==> src/rtl/core/vsn_pkg.sv <==
// Package for the vertex set normaliser: widths, status codes, sequencer states.
// No dependencies.
`default_nettype none
package vsn_pkg;
    localparam int COORD_W = 32;
    localparam int NORM_W  = 19;
    localparam int SUM_W   = 38;
    localparam int EXT_W   = 33;
    localparam int MINEXT_W = 31;
    localparam int NUM_W   = 58;
    localparam int DEN_W   = 40;
    localparam int Q_W     = 19;

    typedef logic [1:0] status_t;
    localparam status_t ST_OK    = 2'd0;
    localparam status_t ST_DEGEN = 2'd1;
    localparam status_t ST_OVF   = 2'd2;

    typedef enum logic [3:0] {
        S_LOAD, S_EXT, S_DEN, S_READ, S_NUM, S_MUL, S_START, S_DIV, S_NEXT, S_OUT,
        S_DEGEN
    } seq_state_t;

    typedef struct packed {
        logic start;
        logic busy;
    } div_ctl_t;
endpackage
`default_nettype wire

==> src/rtl/core/vsn_div.sv <==
// Restoring divider, one quotient bit per cycle, with rounding to nearest.
// Depends on vsn_pkg.
`default_nettype none
module vsn_div (
    input  wire logic                       aclk,
    input  wire logic                       aresetn,
    input  wire logic                       start,
    input  wire logic [vsn_pkg::NUM_W-1:0]  num,
    input  wire logic [vsn_pkg::DEN_W-1:0]  den,
    output vsn_pkg::div_ctl_t               ctl,
    output logic [vsn_pkg::Q_W-1:0]         quo
);
    import vsn_pkg::*;
    localparam int CNT_W = $clog2(NUM_W + 1);

    logic [NUM_W-1:0] rem_reg, rem_next;
    logic [NUM_W-1:0] n_reg, n_next;
    logic [NUM_W-1:0] q_reg, q_next;
    logic [DEN_W-1:0] d_reg, d_next;
    logic [CNT_W-1:0] cnt_reg, cnt_next;
    logic             busy_reg, busy_next;
    logic [NUM_W:0]   trial;
    logic [NUM_W-1:0] rsum;

    always_comb begin
        rsum      = num + NUM_W'(den >> 1);
        rem_next  = rem_reg;
        n_next    = n_reg;
        q_next    = q_reg;
        d_next    = d_reg;
        cnt_next  = cnt_reg;
        busy_next = busy_reg;
        trial     = {rem_reg, n_reg[NUM_W-1]};
        if (start) begin
            rem_next  = '0;
            n_next    = rsum;
            q_next    = '0;
            d_next    = den;
            cnt_next  = CNT_W'(NUM_W);
            busy_next = 1'b1;
        end else if (busy_reg) begin
            n_next = {n_reg[NUM_W-2:0], 1'b0};
            if (trial >= (NUM_W+1)'(d_reg)) begin
                rem_next = NUM_W'(trial - (NUM_W+1)'(d_reg));
                q_next   = {q_reg[NUM_W-2:0], 1'b1};
            end else begin
                rem_next = NUM_W'(trial);
                q_next   = {q_reg[NUM_W-2:0], 1'b0};
            end
            cnt_next = cnt_reg - 1'b1;
            if (cnt_reg == CNT_W'(1)) busy_next = 1'b0;
        end
    end

    always_ff @(posedge aclk) begin
        if (!aresetn) begin
            busy_reg <= 1'b0;
            cnt_reg  <= '0;
        end else begin
            busy_reg <= busy_next;
            cnt_reg  <= cnt_next;
        end
        rem_reg <= rem_next;
        n_reg   <= n_next;
        q_reg   <= q_next;
        d_reg   <= d_next;
    end

    assign ctl.start = start;
    assign ctl.busy  = busy_reg;
    assign quo = (q_reg > NUM_W'(131072)) ? Q_W'(131072) : q_reg[Q_W-1:0];
endmodule
`default_nettype wire

==> config.mk <==
export PLATFORM = sky130hd
export DESIGN_NAME = vsn_div
export DESIGN_NICKNAME = d
export VERILOG_FILES = /design/src/rtl/core/vsn_pkg.sv /design/src/rtl/core/vsn_div.sv
export SDC_FILE = /design/constraint.sdc
export NUM_CORES = 1
export LEC_CHECK = 0
export BUFFER_PORTS_ARGS = -buffer_cell sky130_fd_sc_hd__buf_2
export CELL_PAD_IN_SITES_DETAIL_PLACEMENT = 1
export CELL_PAD_IN_SITES_GLOBAL_PLACEMENT = 2
export CORE_AREA = 2 2 229 175
export DETAILED_ROUTE_END_ITERATION = 8
export DIE_AREA = 0 0 231 177
export GPL_TIMING_DRIVEN = 0
export MAX_ROUTING_LAYER = met4
export PLACE_DENSITY = 0.79
export SYNTH_ARGS = -nofsm -noshare
export SYNTH_HDL_FRONTEND = slang
export SYNTH_SLANG_ARGS = --single-unit
==> constraint.sdc <==
create_clock -name aclk -period 3.6 [get_ports aclk]
set_input_delay 0.36 -clock aclk [delete_from_list [all_inputs] [get_ports aclk]]
set_output_delay 0.36 -clock aclk [all_outputs]
set_load 0.02 [all_outputs]
Word-level counts from Yosys, hierarchy flattened
Cells that the tools add are included.
{"block": "totals", "register_bits": 221, "in_bits": 101, "output_inout_bits": 21, "word_cells": 26}
{"block": "op_classes", "addsub": 3, "order_cmp": 2, "eq_ne": 1, "muxes": 10, "bitwise": 1, "reduce_logical": 2}
{"cell": "$mux 58", "n": 3}
{"cell": "$ge 59x40->1", "n": 1}
{"cell": "$add 58x39->58", "n": 1}
{"cell": "$gt 58x18->1 const B", "n": 1}
{"cell": "$sub 58x40->58", "n": 1}
{"cell": "$mux 19", "n": 1}
{"cell": "$mux 6", "n": 2}
{"cell": "$eq 6x1->1 const B", "n": 1}
{"cell": "$sub 6x1->6 const B", "n": 1}
{"cell": "$mux 1", "n": 4}
{"cell": "$reduce_bool 2->1", "n": 1}
{"cell": "$reduce_or 2->1", "n": 1}
{"cell": "$not 1->1", "n": 1}

Longest topological paths before layout
{"block": "logic_depth", "ltp_word": 4, "depth_mapped": 14, "mapped_depth_nobuf": 13}

Least setup slack after synthesis
Ideal clock, no wire load.
{"block": "synth_timing", "kind": "in2reg", "from": "input num[0] (netlist bit)", "to": "register n_reg[34], data pin", "setup_time_ps": 260, "t_arrival_ps": 2778, "t_required_ps": 3340, "path_slack_ps": 562, "cell_stages": 11, "path_buffers": 0, "cell_sequence": "ha_1 > fa_1 > a211o_1 > o211ai_1 > a211o_1 > a21o_1 > a21oi_1 > o31a_1 > o21ai_0 > xnor2_1 > mux2_2"}
{"block": "synth_between", "elab_chain_cells": 2}
{"item": "start: declaration", "line_no": "vsn_div.sv:8", "rtl": "input wire logic [vsn_pkg::NUM_W-1:0] num,"}
{"item": "$add 58x39->58", "line_no": "vsn_div.sv:26", "rtl": "rsum = num + NUM_W'(den >> 1);"}
{"item": "$mux 58", "line_no": "vsn_div.sv:34", "rtl": "if (start) begin"}
{"item": "via n_next[34]", "line_no": "vsn_div.sv:17", "rtl": "logic [NUM_W-1:0] n_reg, n_next;"}
{"item": "end signal: assignment", "line_no": "vsn_div.sv:64", "rtl": "n_reg <= n_next;"}
{"item": "end: declaration", "line_no": "vsn_div.sv:17"}
The timed path passes the listed nets, and every way through them passes these cells.
A chain may end at the register's enable or synchronous reset.

Final worst setup path
{"block": "layout_timing", "from": "input den[7] (netlist bit)", "to": "register n_reg[56], data pin"}
{"block": "layout_between", "elab_chain_cells": 2}
{"item": "start: declaration", "line_no": "vsn_div.sv:9", "rtl": "input wire logic [vsn_pkg::DEN_W-1:0] den,"}
{"item": "$add 58x39->58", "line_no": "vsn_div.sv:26"}
{"item": "$mux 58", "line_no": "vsn_div.sv:34"}
{"item": "via n_next[56]", "line_no": "vsn_div.sv:17"}
The timed path passes the listed nets, and every way through them passes these cells.

==> summary.txt <==
Global routing
  – Gr usage total: about 26%
  – Grt total ovfl: 0
  – Largest net degree at the start of global routing: 45
  – Initial antenna violation count: 5
  – Vias in the first global route: approximately 14000
  – First-pass GRT wire length: ~80 mm
  – Met1 usage: 37.1%
  – Met3 Resource Use GR: roughly 2.9%
  – Gr busiest metal: met2
  – M2 GR Usage: approximately two fifths

Drt
  – 1st-iter DRT viols: approximately 820
  – Vias after detailed routing: around 13000
  – Routed vias/inst: roughly 5.6
  – Count of antenna-violating nets left after detailed routing: 0
  – Final WL: between 50 and 60 mm
  – Wirelength per Cell: around 22 um
  – DRT Pass-1 Iters: 5
  – DR DRC count: 0

Timing
  – Final setup viols: 0
  – Pins Over Slew Limit: 0
  – Final Hold Vio Count: 0
  – Worst Max-Slew Pin Slew: 1.21 ns
  – Crit share post-route: a little under 100%
  – Post-Route Skew: between 0.02 and 0.025 ns
  – FMAX: 287 MHz
  – Post-route minimum period: ~3.5 ns
  – Worst relative slew slack: between 10% and 20%

Synth
  – Warnings, synthesis: 0
  – Post-synth top area share: 20.2%
  – Cells after synthesis: 1659
  – Post-synthesis cell area: between 10000 and 15000 um2
  – Synth top cells by count: 193 x nor2_1, 149 x nand2_1, 123 x dfxtp_1
  – Most common flop cell mapped by yosys: dfxtp_1
  – Mean Syn Cell Area: ~8.8 um2
  – Synth Area in Adders: between 7 and 8%
  – Syn_nets: ~1800
  – Post-synth ARST share: 0%
  – Post-synth EDFFs: 98
  – Synth Area in Compound Gates: between 20% and 30%
  – Simple-Gate Fraction of Synth Area: between 10% and 20%
  – Library cells used by synthesis: a little under 80
  – Synthesized flop and latch total: ~220
  – Synth Area in XOR/XNOR: under 10%
  – Multiplexer share of the synthesized area: under 10%
  – Most frequent cell after synthesis: nor2_1
  – Ranking of synthesized cells by area: edfxtp_1 20%, dfxtp_1 17%, ha_1 7.0%
  – Synth area leader: edfxtp_1
  – Largest family of logic cells by synthesized area: compound AO/OA/AOI/OAI gates
  – Sequential area share after synthesis: between 30% and 40%

Placed design
  – Placed cells: 2300
  – Port Buffers: between 100 and 150
  – Placed instance area: 15800 um2
  – Post-detail-place hpwl: slightly below 40 mm
  – GPL Wtd Cong: around 0.95

Worst setup path
  – WP data arrival: roughly 3.8 ns
  – Crit end category: register
  – Startpoint class of the critical path: primary input
  – Worst r2r path cells: 13
  – WP data required: just under 4 ns
  – Setup CP Type: in -> reg
  – CP Max Fanout: 5

Clocking
  – Clock tree buffer depth: 3
  – Clock slew at reported path FFs: approximately 0.06 ns
  – CTS root buf: clkbuf_16
  – Clock Latency Late Sink: approximately 0.6 ns
  – H-tree depth: 1
  – TritonCTS clock tree: yes
  – Clk sink count: roughly 220
  – Cts bufs inserted: 26

Status
  – Run status: finished, final reports clean

Final layout
  – Share of layout cells above drive strength 1: 13.4%
  – Filler instances: between 4000 and 5000
  – Fin nets: 2012
  – Fin area: about 17000 um2
  – Layout Cells excl Fill: ~2400
  – Area growth syn-to-layout: 17.5%

Power and ir drop
  – Combinational Power Share: between 20% and 30%
  – Pleak: 7.06 nW
  – Power Dens Cells: ~480 nW/um2
  – Clock power share: ~34%
  – Sequential Power Share: 36.8%
  – Internal Power: around 0.0054 W
  – Peak supply drop: about 0.35 mV
  – Switch Pwr: roughly 0.0028 W
  – Net Sw Frac: about a third

Floorplan
  – Row count: 63
  – Die Height: 177 um
  – Ports: 122
  – Die W: between 200 and 250 um
  – Initial core utilization: between 30% and 40%
  – Core ar.: a little under 40000 um2
  – Die Area: between 40000 and 50000 um2

Worst hold path
  – Hold Path Class: in -> reg
  – Hold Path Cell Cnt: 1

Flow run
  – Max-cap violations: 0
## final cells by class
cell class / instances / area [um2] / share of cell area [%]
clock inverter: 8 / 101 / 0.593
timing repair buffer: 146 / 863 / 5.05
multi-input combinational: 1265 / 8580 / 50.2
tap: 520 / 651 / 3.81
buffer: 91 / 393 / 2.30
inverter: 77 / 289 / 1.69
clock buffer: 40 / 787 / 4.61
sequential: 221 / 5410 / 31.6
antenna: 5 / 12.5 / 0.0732
## path summary, 6_finish.rpt
check	end	slack, ns	from
worst max-delay path	n_reg[56]	0.12	den[7]
worst min-delay path	d_reg[26]	0.02	den[26]
worst max register to register	rem_reg[23]	0.16	d_reg[32]
worst min register to register	rem_reg[15]	0.50	rem_reg[15]
## placed cells by master (no fill, tap or decap), types with 26 or more instances in the layout
master / count
a21o_1: 56
a21oi_1: 113
a311oi_1: 28
and2_1: 26
buf_2: 126
clkbuf_1: 77
clkbuf_16: 29
dfxtp_1: 123
edfxtp_1: 98
ha_1: 80
inv_1: 75
mux2_2: 29
mux2i_1: 67
nand2_1: 149
nand3_1: 34
nand4_1: 38
nor2_1: 193
nor3_1: 28
o21ai_0: 61
xnor2_1: 54
xor2_1: 30
## cell families after synthesis
| group | count (synthesis) |
|---|---|
| AOI/OAI and AO/OA | 438 |
| and+or+nand+nor | 563 |
| DFF | 221 |
| other | 1 |
| buffers and inverters | 173 |
| adders and majority gates | 83 |
| xor gates and xnor gates | 84 |
| muxes | 96 |
## through the flow
| stage | power, W | setup slack, ns | setup TNS [ns] | hold WS, ns | utilization (%) |
|---|---|---|---|---|---|
| final | 0.00823 | 0.118 | 0 | 0.0250 | 44.1 |
| after global routing | 0.00865 | -0.0333 | -0.137 | 0.00452 | 44.1 |
| after CTS | 0.00821 | 0.00458 | 0 | 0.00149 | 43.7 |
| after detailed placement | 0.00538 | -0.612 | -17.08 | 0.489 | 40.8 |
| after global placement | 0.00533 | -0.725 | -55.63 | 0.474 | 40.7 |
| after floorplan | 0.00466 | 0.562 | 0 | 0.453 | - |
## power by group through the flow
stage	sequential [W]	clock [W]	combinational, W
floorplan	0.00303	0	0.00164
global placement	0.00307	0	0.00226
detailed placement	0.00308	0	0.00230
CTS	0.00303	0.00283	0.00236
global route	0.00305	0.00292	0.00268
finish	0.00303	0.00278	0.00243
## critical path: stages
cell and delay (ns):
dlygate4sd3_1 0.54, buf_2 0.14, ha_1 0.37, o21a_1 0.16, o221ai_1 0.16, a211o_1 0.39, a2111oi_4 0.34, nor3_2 0.12
o31a_4 0.41, o31ai_4 0.38, mux2i_1 0.14, a211o_1 0.29
## per-layer routing
metal  wire (um)  share of wire, %  up-vias
met2       22400                44      276
li1            -                 -     6417
met1       25700                50     6645
met4        1210               2.3        0
met5           0                 0        -
met3        2110               4.1       67
## what timing repair did
action                                  4_1_cts  5_1_grt
gates resized for setup                      12       24
setup buffers                                 1        2
hold endpoints to repair                     22        0
pin swaps                                     2        5
endpoints found under the setup margin       45       77
hold buffers                                 22        0
(Power assumes the default switching activity.)
